<file path="src/ieb_pkg.sv">
`timescale 1ns / 1ps

package ieb_pkg;

  localparam int BUFFER_DEPTH = 32;
  localparam logic [6:0] RESET_ADDRESS = 7'd42;
  localparam logic [7:0] EMPTY_BYTE = 8'hFF;

  typedef enum logic [2:0] {
    ACT_ADDRESSED = 3'd0,
    ACT_READ      = 3'd1,
    ACT_WRITE     = 3'd2,
    ACT_STOP      = 3'd3,
    ACT_ERROR     = 3'd4
  } action_t;

  typedef struct packed {
    logic [2:0] action;
    logic [6:0] bus_address;
    logic [7:0] write_data;
  } event_t;

  typedef struct packed {
    logic       ack;
    logic [7:0] read_data;
    logic       read_valid;
  } result_t;

endpackage

</file>
<file path="src/ieb_event_if.sv">
`timescale 1ns / 1ps

interface ieb_event_if;
  logic            valid;
  logic            ready;
  ieb_pkg::event_t data;

  modport source (output valid, output data, input ready);
  modport sink (input valid, input data, output ready);
endinterface

</file>
<file path="src/ieb_result_if.sv">
`timescale 1ns / 1ps

interface ieb_result_if;
  logic             valid;
  logic             ready;
  ieb_pkg::result_t data;

  modport source (output valid, output data, input ready);
  modport sink (input valid, input data, output ready);
endinterface

</file>
<file path="src/i2c_target_echo_buffer.sv">
`timescale 1ns / 1ps

// I2C target echo buffer: takes one bus event per beat on req (address phase, master read,
// master write, stop, error) and returns one result beat on rsp. Received and transmit
// bytes live in two banks of one synchronous RAM; an address phase after received bytes
// swaps the banks instead of copying. The RAM read and the decoded event are registered when
// the event is accepted, and the result register loads from them once the result side has
// room. A new event is accepted every cycle while the result side keeps taking beats; with
// rsp stalled the block holds two events and then drops req.ready. own_address is written
// through cfg_we/cfg_wdata; the user must do so only while the block is idle, which the
// block itself does not enforce. own_address resets to 42.
module i2c_target_echo_buffer #(
  parameter int BUFFER_DEPTH = ieb_pkg::BUFFER_DEPTH
) (
  input  logic         clk,
  input  logic         rst,
  input  logic         cfg_we,
  input  logic [6:0]   cfg_wdata,
  ieb_event_if.sink    req,
  ieb_result_if.source rsp
);

  localparam int CW = $clog2(BUFFER_DEPTH + 1);
  localparam int IW = $clog2(BUFFER_DEPTH);
  localparam logic [CW-1:0] FULL = CW'(BUFFER_DEPTH);
  localparam logic [CW-1:0] LAST = CW'(BUFFER_DEPTH - 1);

  logic [7:0] mem [2][BUFFER_DEPTH];

  logic [6:0]    own_address;
  logic [CW-1:0] rx_count, rx_count_next;
  logic [CW-1:0] tx_count, tx_count_next;
  logic [CW-1:0] tx_pos, tx_pos_next;
  logic          rx_bank, rx_bank_next;

  logic          pend;
  logic          pend_ack, pend_ack_next;
  logic          pend_hit, pend_hit_next;
  logic [7:0]    pend_byte, pend_byte_next;
  logic [7:0]    rd_data;

  logic          out_valid;
  ieb_pkg::result_t out_data;

  logic          accept, move, wr_en;

  assign move      = pend && (!out_valid || rsp.ready);
  assign req.ready = !pend || move;
  assign accept    = req.valid && req.ready;
  assign rsp.valid = out_valid;
  assign rsp.data  = out_data;

  always_comb begin
    rx_count_next  = rx_count;
    tx_count_next  = tx_count;
    tx_pos_next    = tx_pos;
    rx_bank_next   = rx_bank;
    pend_ack_next  = 1'b1;
    pend_hit_next  = 1'b0;
    pend_byte_next = 8'd0;
    wr_en          = 1'b0;
    case (req.data.action)
      ieb_pkg::ACT_ADDRESSED: begin
        pend_ack_next = (req.data.bus_address == own_address);
        if (rx_count != '0) begin
          tx_count_next = rx_count;
          rx_count_next = '0;
          tx_pos_next   = '0;
          rx_bank_next  = !rx_bank;
        end
      end
      ieb_pkg::ACT_READ: begin
        if (tx_pos < tx_count) begin
          pend_hit_next = 1'b1;
          tx_pos_next   = tx_pos + CW'(1);
        end else begin
          pend_byte_next = ieb_pkg::EMPTY_BYTE;
        end
      end
      ieb_pkg::ACT_WRITE: begin
        if (rx_count < FULL) begin
          wr_en         = 1'b1;
          rx_count_next = rx_count + CW'(1);
          pend_ack_next = (rx_count != LAST);
        end else begin
          pend_ack_next = 1'b0;
        end
      end
      ieb_pkg::ACT_STOP: begin
        rx_count_next = '0;
        tx_count_next = '0;
      end
      ieb_pkg::ACT_ERROR: pend_ack_next = 1'b0;
      default: pend_ack_next = 1'b1;
    endcase
  end

  always_ff @(posedge clk) begin
    if (accept && wr_en) begin
      mem[rx_bank][rx_count[IW-1:0]] <= req.data.write_data;
    end
    if (accept) begin
      rd_data <= mem[!rx_bank][tx_pos[IW-1:0]];
    end
  end

  always_ff @(posedge clk) begin
    if (rst) begin
      own_address <= ieb_pkg::RESET_ADDRESS;
      rx_count    <= '0;
      tx_count    <= '0;
      tx_pos      <= '0;
      rx_bank     <= 1'b0;
      pend        <= 1'b0;
      out_valid   <= 1'b0;
    end else begin
      if (cfg_we) begin
        own_address <= cfg_wdata;
      end
      if (accept) begin
        rx_count <= rx_count_next;
        tx_count <= tx_count_next;
        tx_pos   <= tx_pos_next;
        rx_bank  <= rx_bank_next;
        pend     <= 1'b1;
      end else if (move) begin
        pend <= 1'b0;
      end
      if (move) begin
        out_valid <= 1'b1;
      end else if (rsp.ready) begin
        out_valid <= 1'b0;
      end
    end
  end

  always_ff @(posedge clk) begin
    if (accept) begin
      pend_ack  <= pend_ack_next;
      pend_hit  <= pend_hit_next;
      pend_byte <= pend_byte_next;
    end
    if (move) begin
      out_data.ack        <= pend_ack;
      out_data.read_data  <= pend_hit ? rd_data : pend_byte;
      out_data.read_valid <= pend_hit;
    end
  end

endmodule
</file>
<file path="src/flat_wrapper.sv">
// flat-port wrapper written by rule: the top's interface ports become plain ports
module i2c_target_echo_buffer_flat 
#(
  parameter int BUFFER_DEPTH = ieb_pkg::BUFFER_DEPTH
)
  (clk, rst, cfg_we, cfg_wdata, req_valid, req_data, req_ready, rsp_valid, rsp_data, rsp_ready);
  ieb_event_if req_i ();
  ieb_result_if rsp_i ();
  input  logic clk;
  input  logic rst;
  input  logic cfg_we;
  input  logic [6:0] cfg_wdata;
  input wire logic [$bits(req_i.valid)-1:0] req_valid;
  input wire logic [$bits(req_i.data)-1:0] req_data;
  output wire logic [$bits(req_i.ready)-1:0] req_ready;
  output wire logic [$bits(rsp_i.valid)-1:0] rsp_valid;
  output wire logic [$bits(rsp_i.data)-1:0] rsp_data;
  input wire logic [$bits(rsp_i.ready)-1:0] rsp_ready;
  assign req_i.valid = req_valid;
  assign req_i.data = req_data;
  assign req_ready = req_i.ready;
  assign rsp_valid = rsp_i.valid;
  assign rsp_data = rsp_i.data;
  assign rsp_i.ready = rsp_ready;
  i2c_target_echo_buffer #(.BUFFER_DEPTH(BUFFER_DEPTH)) u_core (.clk(clk), .rst(rst), .cfg_we(cfg_we), .cfg_wdata(cfg_wdata), .req(req_i), .rsp(rsp_i));
endmodule
</file>
<file path="config.mk">
export PLATFORM = sky130hd
export DESIGN_NAME = i2c_target_echo_buffer_flat
export DESIGN_NICKNAME = d
export VERILOG_FILES = /design/src/ieb_pkg.sv /design/src/ieb_event_if.sv /design/src/ieb_result_if.sv /design/src/i2c_target_echo_buffer.sv /design/src/flat_wrapper.sv
export SDC_FILE = /design/constraint.sdc
export NUM_CORES = 1
export LEC_CHECK = 0
export BUFFER_PORTS_ARGS = -buffer_cell sky130_fd_sc_hd__buf_2
export CORE_ASPECT_RATIO = 0.8
export CORE_UTILIZATION = 55
export CTS_CLUSTER_DIAMETER = 100
export DETAILED_ROUTE_END_ITERATION = 10
export PLACE_DENSITY = 0.68
export SLEW_MARGIN = 15
export SYNTH_ARGS = -nofsm -noshare
export SYNTH_HDL_FRONTEND = slang
export SYNTH_SLANG_ARGS = --single-unit
</file>
<file path="constraint.sdc">
create_clock -name clk -period 2.7 [get_ports clk]
set_input_delay 0.135 -clock clk [delete_from_list [all_inputs] [get_ports clk]]
set_output_delay 0.135 -clock clk [all_outputs]
set_load 0.005 [all_outputs]
</file>
==> results of run 1 <==
==> cells in the mapped netlist (3+ instances only) <==
cell,instances,area share
and3_1,3,0.00086
nor3b_1,3,0.0010
mux2i_1,10,0.0046
a211o_1,3,0.0012
a31oi_1,4,0.0011
nand4_1,6,0.0017
edfxtp_1,533,0.73
nor2b_1,7,0.0020
xor2_1,10,0.0040
inv_1,11,0.0019
a21oi_1,30,0.0069
clkbuf_1,38,0.0065
nor2_1,87,0.015
nand3b_1,6,0.0021
dfxtp_1,28,0.026
o21ai_0,19,0.0043
or3_1,4,0.0011
buf_2,16,0.0037
ha_1,10,0.0057
nand2b_1,4,0.0011
nand3_1,23,0.0053
mux4_2,126,0.13
buf_1,8,0.0014
a221oi_1,6,0.0024
a22oi_1,54,0.019
nand2_1,48,0.0082
==> timing repair <==
action                     in CTS  in global routing
hold buffers                   29                  0
gates resized for setup         0                  1
setup buffers                   1                  0
hold endpoints to repair       54                  0
setup endpoints to repair       1                 28
==> state kept, by name, indices dropped and copies added (netlist names) <==
name                cells
u_core.rsp.valid        1
u_core.rx_bank          1
u_core.pend_byte        1
u_core.rx_count         6
u_core.pend             1
u_core.tx_pos           6
u_core.pend_ack         1
u_core.rd_data          8
u_core.mem            512
u_core.rsp.data        10
u_core.tx_count         6
u_core.pend_hit         1
u_core.own_address      7
==> layer usage <==
layer  GRT usage  up-vias
li1            -     4954
met1       0.393     5957
met2       0.374      526
met3      0.0566       82
met4      0.0678        0
met5           0        -
==> layout make-up <==
cell class              count  area [µm²]  area share
repair buffers            195        1590      0.0625
multi-input cells         490        5000       0.196
flip-flops and latches    561       16600       0.651
clock buffers              63        1360      0.0536
inverters                  11        41.3     0.00162
clock inverters            31         229     0.00899
well taps                 528         661      0.0259
==> worst max-delay path, cell delays in order (launching register included) <==
cell	delay, ns
dfxtp_4	0.57
buf_4	0.25
mux4_2	0.52
a221oi_1	0.50
nand2_1	0.23
nand3_1	0.18
o21ai_0	0.10
==> metrics by stage <==
stage                     std cells  utilization  worst slack, ns
after floorplan                1126            -            0.319
after global placement         1755        0.609          -0.0330
after detailed placement       1755        0.609          -0.0270
after CTS                      1879        0.658           0.0743
after global routing           1879        0.658          0.00515
final                          1879        0.658           0.0743
==> worst max path at each step <==
stage | startpoint | slack (ns) | to | cells after the start
2_1_floorplan | u_core.rsp.valid | 0.32 | u_core.mem[1][32] | 8
3_3_place_gp | u_core.rx_bank | -0.03 | u_core.rd_data[4] | 6
3_5_place_dp | u_core.rx_bank | -0.03 | u_core.rd_data[4] | 6
4_1_cts | u_core.pend | 0.07 | u_core.mem[1][162] | 10
5_1_grt | u_core.rx_count[2] | 0.005 | u_core.pend_ack | 7
6_report | u_core.rx_bank | 0.07 | u_core.rd_data[4] | 6
==> power by group through the flow <==
stage / clock [mW] / combinational [mW] / sequential [mW]
final: 6.94 / 0.361 / 9.56
after global routing: 7.38 / 0.391 / 9.55
after CTS: 7.04 / 0.363 / 9.56
after detailed placement: 0 / 0.326 / 9.74
after global placement: 0 / 0.315 / 9.74
after floorplan: 0 / 0.103 / 9.74
==> cells by family after synthesis <==
kind of cell               synth area share
AOI/OAI and AO/OA                    0.0382
xor gates and xnor gates            0.00481
buffers and inverters                0.0145
muxes                                 0.135
DFF                                   0.758
and+or+nand+nor                      0.0441
adders and majority gates           0.00572
==> impl_results.md, run 1 <==
* Status: finished, final reports clean
* Distinct cell type count of the synthesized netlist at 49
* Post-synth top flop: edfxtp_1
* Min Tclk post-route at 2.63 ns
* Syn_area_per_cell at 19.4 µm²
* Share of cells above drive strength 1 at 0.277
* Antenna viol nets, final at 0
* Total routed wire length on the met1 layer at 21.8 mm
* Synth Cell Area at 21900 µm²
* Initial Utilization at 0.565
* Top sig layer: met4
* FMAX at 381 MHz
* Aggregate global routing overflow at 0
* Most frequent cells in the layout: edfxtp_1, mux4_2, buf_4
* Hold WS at 0.0134 ns
* Hold Vio Cnt, Final at 0
* Worst hold path cell count at 1
* Worst VDD drop at 0.609 mV
* Via count at 11519
* IO Port Bufs at 41
* Largest net degree at the start of global routing at 65
* FF-to-FF End: u_core.rd_data[4]
* Warnings from Yosys at 0
* Worst EP required at 3.02 ns
* Register clock-pin slew on the reported worst setup and hold paths at 0.07 ns
* Critical R2R Launch: u_core.rx_bank
* GRT Total Usage at 0.256
* Detailed placer's ending HPWL at 31.2 mm
* Pwr Total at 16.9 mW
* Setup TNS at 0 ns
* Die ar. at 40600 µm²
* Reg2reg setup slack at 0.07 ns
* Worst Hold Path EP: u_core.mem[1][38]
* Max Cap Violations at 0
* Ys async rst share at 0
* Clock share of power at 0.412
* Setup-failing EPs final at 0
* First-pass GRT wire length at 74.9 mm
* CTS tree: built
* Area Overhead vs Synth at 16.5%
* Detailed Route Iter0 Violations at 1381
* Slew Limit Fails at 0
* Flop pwr share at 0.567
* Initial antenna violation count at 0
* Cell Int Power at 13.5 mW
* H-tree depth at 2
* Critical path peak fanout at 12
* GP Congestion at 0.821
* Area post-placement at 23600 µm²
* CP endpoint kind: flop
* Worst-margin pin slew at 1.07 ns
* Post-Syn Nets at 1166
* ANT cells at 0
* Area of the core at 38700 µm²
* Pwr dens at 662 nW/µm²
* Chip height at 180 µm
* DRC at 0
* Relative slew slack at 0.283
* LEAKAGE at 8.09 nW
* Clock Tree Buf Depth at 3
* Vias in the first global route at 11505
* CP arrival at 2.95 ns
* Wirelength, routed at 50.2 mm
* # nets final at 1350
* Cts bufs inserted at 51
* DRT Pass-1 Iters at 5
* Num rows at 64
* Routed wl met3 at 4.74 mm
* # clock sinks at 561
* Mapped Cells at 1126
* Post-DR wirelength/cell at 26.7 µm
* Post-synthesis register bit count at 561
* Fin crit share at 0.972
* Worst hold start: req_data[6]
* WS Path Type: flop to flop
* CP Launch Type: flop
* Post-synthesis sequential area ratio at 0.758
* # fillers at 2549
* R2R depth at 6
* RSZ-0062 raised after global routing: false
* I/O pins at 42
* Skew final at 0.0196 ns
* Routed vias/inst at 6.13
* Net Sw Frac at 0.198
* Met2 routed WL at 22.6 mm
* Die width at 225 µm
* Final Instance Area at 25500 µm²
* Logic pwr share at 0.021
* Clk Latency, worst-skew pair at 0.58 ns
* P_sw at 3.33 mW
* Most common cell after layout, fill and taps aside: edfxtp_1
* Root Buffer: clkbuf_16
* EDFF count, synth at 533
* HP Class: primary input to flop
Power figures use the tool's default switching activity.
==> run 2: changes to the inputs <==
--- a/config.mk
+++ b/config.mk
@@ -12,4 +12,5 @@
 export DETAILED_ROUTE_END_ITERATION = 10
 export PLACE_DENSITY = 0.68
+export SKIP_LAST_GASP = 1
 export SLEW_MARGIN = 15
 export SYNTH_ARGS = -nofsm -noshare
==> constraint.sdc (replaced) <==
create_clock -name clk -period 2.7 [get_ports clk]
set_input_delay 0.27 -clock clk [delete_from_list [all_inputs] [get_ports clk]]
set_output_delay 0.27 -clock clk [all_outputs]
set_load 0.005 [all_outputs]
==> impl_results.md, run 2 (synthesis gave the netlist of run 1 again) <==
* Status: finished, final reports clean
* Via count at 11563
* Initial antenna violation count at 0
* GP Congestion at 0.839
* Worst VDD drop at 0.675 mV
* Critical R2R Launch: u_core.pend
* IO Port Bufs at 41
* Worst-path cell chain: and3b_1 > inv_1 > nand2_1 > or2_4 > nor4b_2 > buf_4 > nand2_1 > buf_4 > nor2_1 > buf_4
* R2R depth at 10
* Pwr Total at 16.6 mW
* Worst hold path cell count at 4
* LEAKAGE at 8.07 nW
* Area post-placement at 23600 µm²
* Reg2reg setup slack at 0.13 ns
* Critical path peak fanout at 9
* Area of the core at 38700 µm²
* Slew Limit Fails at 0
* Antenna viol nets, final at 0
* Slowest-stage cell, CP: dfxtp_1
* Worst-margin pin slew at 1.03 ns
* Max reg flops at 512
* Skew final at 0.0240 ns
* Layout Cells excl Fill at 1872
* Pwr dens at 657 nW/µm²
* RSZ-0062 raised after global routing: false
* Worst hold start: rsp_ready
* Setup-failing EPs final at 0
* Root Buffer: clkbuf_16
* H-tree depth at 2
* Detailed Route Iter0 Violations at 1530
* CTS tree: built
* Setup TNS at 0 ns
* Crit-path max cell delay at 0.32 ns
* Post-DR wirelength/cell at 27.2 µm
* Wirelength, routed at 50.9 mm
* Worst EP required at 2.98 ns
* Hold Vio Cnt, Final at 0
* I/O pins at 42
* Post-Place Cells at 1765
* Share of cells above drive strength 1 at 0.286
* Clk Latency, worst-skew pair at 0.58 ns
* Initial Utilization at 0.565
* # clock sinks at 561
* FF-to-FF End: u_core.mem[1][43]
* Num rows at 64
* Fin crit share at 0.950
* WP buf/inv at 4
* Worst Hold Path EP: u_core.rsp.valid
* First-pass GRT wire length at 75.3 mm
* Cts bufs inserted at 52
* Aggregate global routing overflow at 0
* Detailed placer's ending HPWL at 31.5 mm
* Final Instance Area at 25300 µm²
* Relative slew slack at 0.310
* Min Tclk post-route at 2.57 ns
* Most used cell along the critical path: buf_4
* DRT Pass-1 Iters at 5
* FMAX at 390 MHz
* GRT Total Usage at 0.258
* Routed vias/inst at 6.18
* Chip height at 180 µm
* Most common cell after layout, fill and taps aside: edfxtp_1
* Vias in the first global route at 11376
* Die width at 225 µm
* Most frequent cells in the layout: edfxtp_1, mux4_2, buf_4
* CP Launch Type: flop
* WS Path Type: flop to flop
* Max Cap Violations at 0
* CP top delay family: simple AND/OR/NAND/NOR gates
* # fillers at 2582
* Area Overhead vs Synth at 15.8%
* CP arrival at 2.84 ns
* DRC at 0
* CP endpoint kind: flop
* HP Class: primary input to flop
* ANT cells at 0
* Die ar. at 40600 µm²
* Largest net degree at the start of global routing at 65
* Clock Tree Buf Depth at 3
* # nets final at 1345
* Register clock-pin slew on the reported worst setup and hold paths at 0.06 ns
==> run 2: changes by cell type in the layout (fill, tap and decap cells not counted), moves of 2 or more <==
cell / previous run / this run
clkinv_1: 15 / 13
buf_16: 0 / 2
clkinv_4: 2 / 0
bufinv_16: 3 / 1
buf_4: 112 / 125
dlygate4sd3_1: 29 / 8
clkbuf_1: 10 / 18
clkinvlp_4: 4 / 1
==> run 2: worst max path at each step <==
stage / start / endpoint / slack, ns / cells after the start
after global routing: u_core.pend / u_core.mem[1][43] / 0.02 / 10
after floorplan: u_core.rsp.valid / u_core.mem[1][32] / 0.32 / 8
final: u_core.pend / u_core.mem[1][43] / 0.13 / 10
after CTS: u_core.pend / u_core.mem[1][44] / 0.06 / 10
after global placement: u_core.rx_bank / u_core.rd_data[5] / -0.07 / 7
after detailed placement: u_core.rx_bank / u_core.rd_data[5] / -0.08 / 7
==> run 2: power by group <==
part / switching, mW / internal (mW) / leakage (nW)
combinational: 0.238 / 0.107 / 2.31
sequential: 0.0157 / 9.54 / 5.03
clock: 3.04 / 3.68 / 0.733
==> run 2: what timing repair did <==
item | CTS | global route
resized for setup | 0 | 2
setup endpoints to repair | 4 | 15
hold buffers | 8 | 0
endpoints found under the hold margin | 8 | 0
setup buffers | 5 | 1
==> run 2: worst register-to-register path: stages, from the launching register on <==
cell and delay [ns]:
dfxtp_1 0.32, and3b_1 0.21, inv_1 0.08, nand2_1 0.11, or2_4 0.30, nor4b_2 0.28, buf_4 0.18, nand2_1 0.13
buf_4 0.20, nor2_1 0.24, buf_4 0.23
==> run 2: final cells by class <==
| cell class | instances | area, µm² | share of cell area |
|---|---|---|---|
| sequential | 561 | 16600 | 0.654 |
| multi-input combinational | 490 | 5000 | 0.197 |
| timing repair buffer | 189 | 1530 | 0.0606 |
| clock buffer | 71 | 1390 | 0.0550 |
| tap | 528 | 661 | 0.0261 |
| clock inverter | 22 | 121 | 0.00479 |
| inverter | 11 | 41.3 | 0.00163 |
==> run 2: routing by layer <==
metal,part of all wire,vias up,track usage
li1,-,4942,-
met1,0.43,5937,0.405
met2,0.45,607,0.374
met3,0.096,77,0.0522
met4,0.022,0,0.0618
met5,0,-,0
==> run 2: stage by stage <==
stage / util / hold slack, ns / setup WS (ns)
finish: 0.655 / 0.0253 / 0.134
global route: 0.655 / 0.0264 / 0.0189
CTS: 0.654 / 0.00328 / 0.0555
detailed placement: 0.611 / 0.442 / -0.0823
global placement: 0.611 / 0.445 / -0.0747
floorplan: - / 0.369 / 0.319
==> run 3: changes to the inputs <==
- CORE_ASPECT_RATIO: 0.8 -> 0.5
==> impl_results.md, run 3 (synthesis gave the netlist of run 1 again) <==
* Status: finished, final reports clean
* Max reg flops at 512
* Via count at 11443
* DRT Pass-1 Iters at 5
* # clock sinks at 561
* HP Class: primary input to flop
* Worst EP required at 3.00 ns
* Critical path peak fanout at 7
* Worst Hold Path EP: u_core.rsp.valid
* FF-to-FF End: u_core.rd_data[6]
* Final Instance Area at 25300 µm²
* DRC at 0
* Skew final at 0.0137 ns
* Setup-failing EPs final at 0
* Initial Utilization at 0.560
* Critical R2R Launch: u_core.rx_bank
* First-pass GRT wire length at 73.8 mm
* GRT Total Usage at 0.249
* CP Launch Type: flop
* Worst hold path cell count at 4
* Cts bufs inserted at 48
* Most common cell after layout, fill and taps aside: edfxtp_1
* Die ar. at 40600 µm²
* Clock share of power at 0.421
* P_sw at 3.26 mW
* H-tree depth at 2
* IO Port Bufs at 41
* Vias in the first global route at 11306
* Post-layout util at 0.649
* Area of the multi-input gates at 5000 µm²
* Post-DR wirelength/cell at 26.7 µm
* Register clock-pin slew on the reported worst setup and hold paths at 0.07 ns
* WS Path Type: flop to flop
* # fillers at 2571
* Sequential cell area at 16600 µm²
* Area Overhead vs Synth at 15.9%
* Crit path from: u_core.rx_bank
* Die width at 284 µm
* Worst VDD drop at 0.421 mV
* Flop pwr share at 0.559
* I/O pins at 42
* Relative slew slack at 0.432
* R2R depth at 7
* Worst hold start: rsp_ready
* RSZ-0062 raised after global routing: false
* Area of the core at 39100 µm²
* Cell Int Power at 13.8 mW
* Num rows at 51
* GP Congestion at 0.830
* Detailed Route Iter0 Violations at 1130
* Initial antenna violation count at 0
* Min Tclk post-route at 2.60 ns
* Slew Limit Fails at 0
* Hold Vio Cnt, Final at 0
* CP arrival at 2.90 ns
* Aggregate global routing overflow at 0
* FMAX at 385 MHz
* Fin crit share at 0.963
* Chip height at 143 µm
* Share of cells above drive strength 1 at 0.285
* Clock Tree Buf Depth at 3
* Reg2reg setup slack at 0.10 ns
* Largest net degree at the start of global routing at 65
* Pwr dens at 674 nW/µm²
* LEAKAGE at 8.04 nW
* Net Sw Frac at 0.191
* Logic pwr share at 0.020
* CTS tree: built
* Detailed placer's ending HPWL at 30.8 mm
* Root Buffer: clkbuf_16
* Most frequent cells in the layout: edfxtp_1, mux4_2, buf_4
* Clk Latency, worst-skew pair at 0.56 ns
* Wirelength, routed at 49.4 mm
* Worst-margin pin slew at 0.852 ns
* Routed vias/inst at 6.19
* Max Cap Violations at 0
* Area post-placement at 23600 µm²
* ANT cells at 0
* Antenna viol nets, final at 0
* CP endpoint kind: flop
* # nets final at 1321
## run 3: cell count changes in the layout (fill, tap and decap cells not counted), sizes merged
| cell | change |
|---|---|
| buf | -20 |
| clkinv | +5 |
| bufinv | +8 |
| clkbuf | -16 |
| clkinvlp | -2 |
## run 3: critical path, cell delays in order (launching register included)
cell	delay, ns
dfxtp_4	0.44
buf_12	0.15
buf_4	0.20
mux4_2	0.52
a22oi_1	0.41
and4b_1	0.27
a31oi_1	0.08
and3_1	0.26
## run 3: worst max path at each step
stage                     slack [ns]  depth (start not counted)                end
after floorplan                 0.32                          8  u_core.mem[1][32]
after global routing            0.03                          7  u_core.rd_data[7]
final                           0.10                          7  u_core.rd_data[6]
after CTS                       0.05                          7  u_core.rd_data[5]
after detailed placement       -0.20                          7  u_core.rd_data[2]
after global placement         -0.18                          7  u_core.rd_data[2]
## run 3: area by class of cell
cell class,count,share of cell area
clock buffer,55,0.0493
clock inverter,33,0.0150
inverter,11,0.00163
multi-input combinational,490,0.198
sequential,561,0.654
tap,530,0.0262
timing repair buffer,169,0.0562
## run 3: what timing repair did
item	in CTS	in global routing
hold buffers	8	0
resized for setup	2	3
buffers inserted	5	0
endpoints found under the hold margin	8	0
setup endpoints to repair	6	3
## run 3: power groups by stage
stage	clock, mW	sequential (mW)	combinational [mW]
after floorplan	0	9.74	0.103
after global placement	0	9.74	0.316
after detailed placement	0	9.74	0.329
after CTS	7.27	9.55	0.343
after global routing	7.58	9.55	0.369
final	7.19	9.55	0.342
## run 3: stage by stage
step	TNS, ns	power [mW]	std cells	hold WS, ns	setup slack, ns
2_1_floorplan	0	9.84	1126	0.369	0.319
3_3_place_gp	-0.698	10.1	1748	0.406	-0.179
3_5_place_dp	-0.823	10.1	1748	0.406	-0.195
4_1_cts	0	17.2	1849	0.0208	0.0530
5_1_grt	0	17.5	1849	0.0625	0.0302
6_report	0	17.1	1849	0.0317	0.101
## run 3: layer usage
metal / up-vias / global-route usage / routed length [µm]
li1: 4902 / - / -
met1: 5990 / 0.394 / 22600
met2: 487 / 0.360 / 21700
met3: 64 / 0.0497 / 4330
met4: 0 / 0.0521 / 775
met5: - / 0 / 0
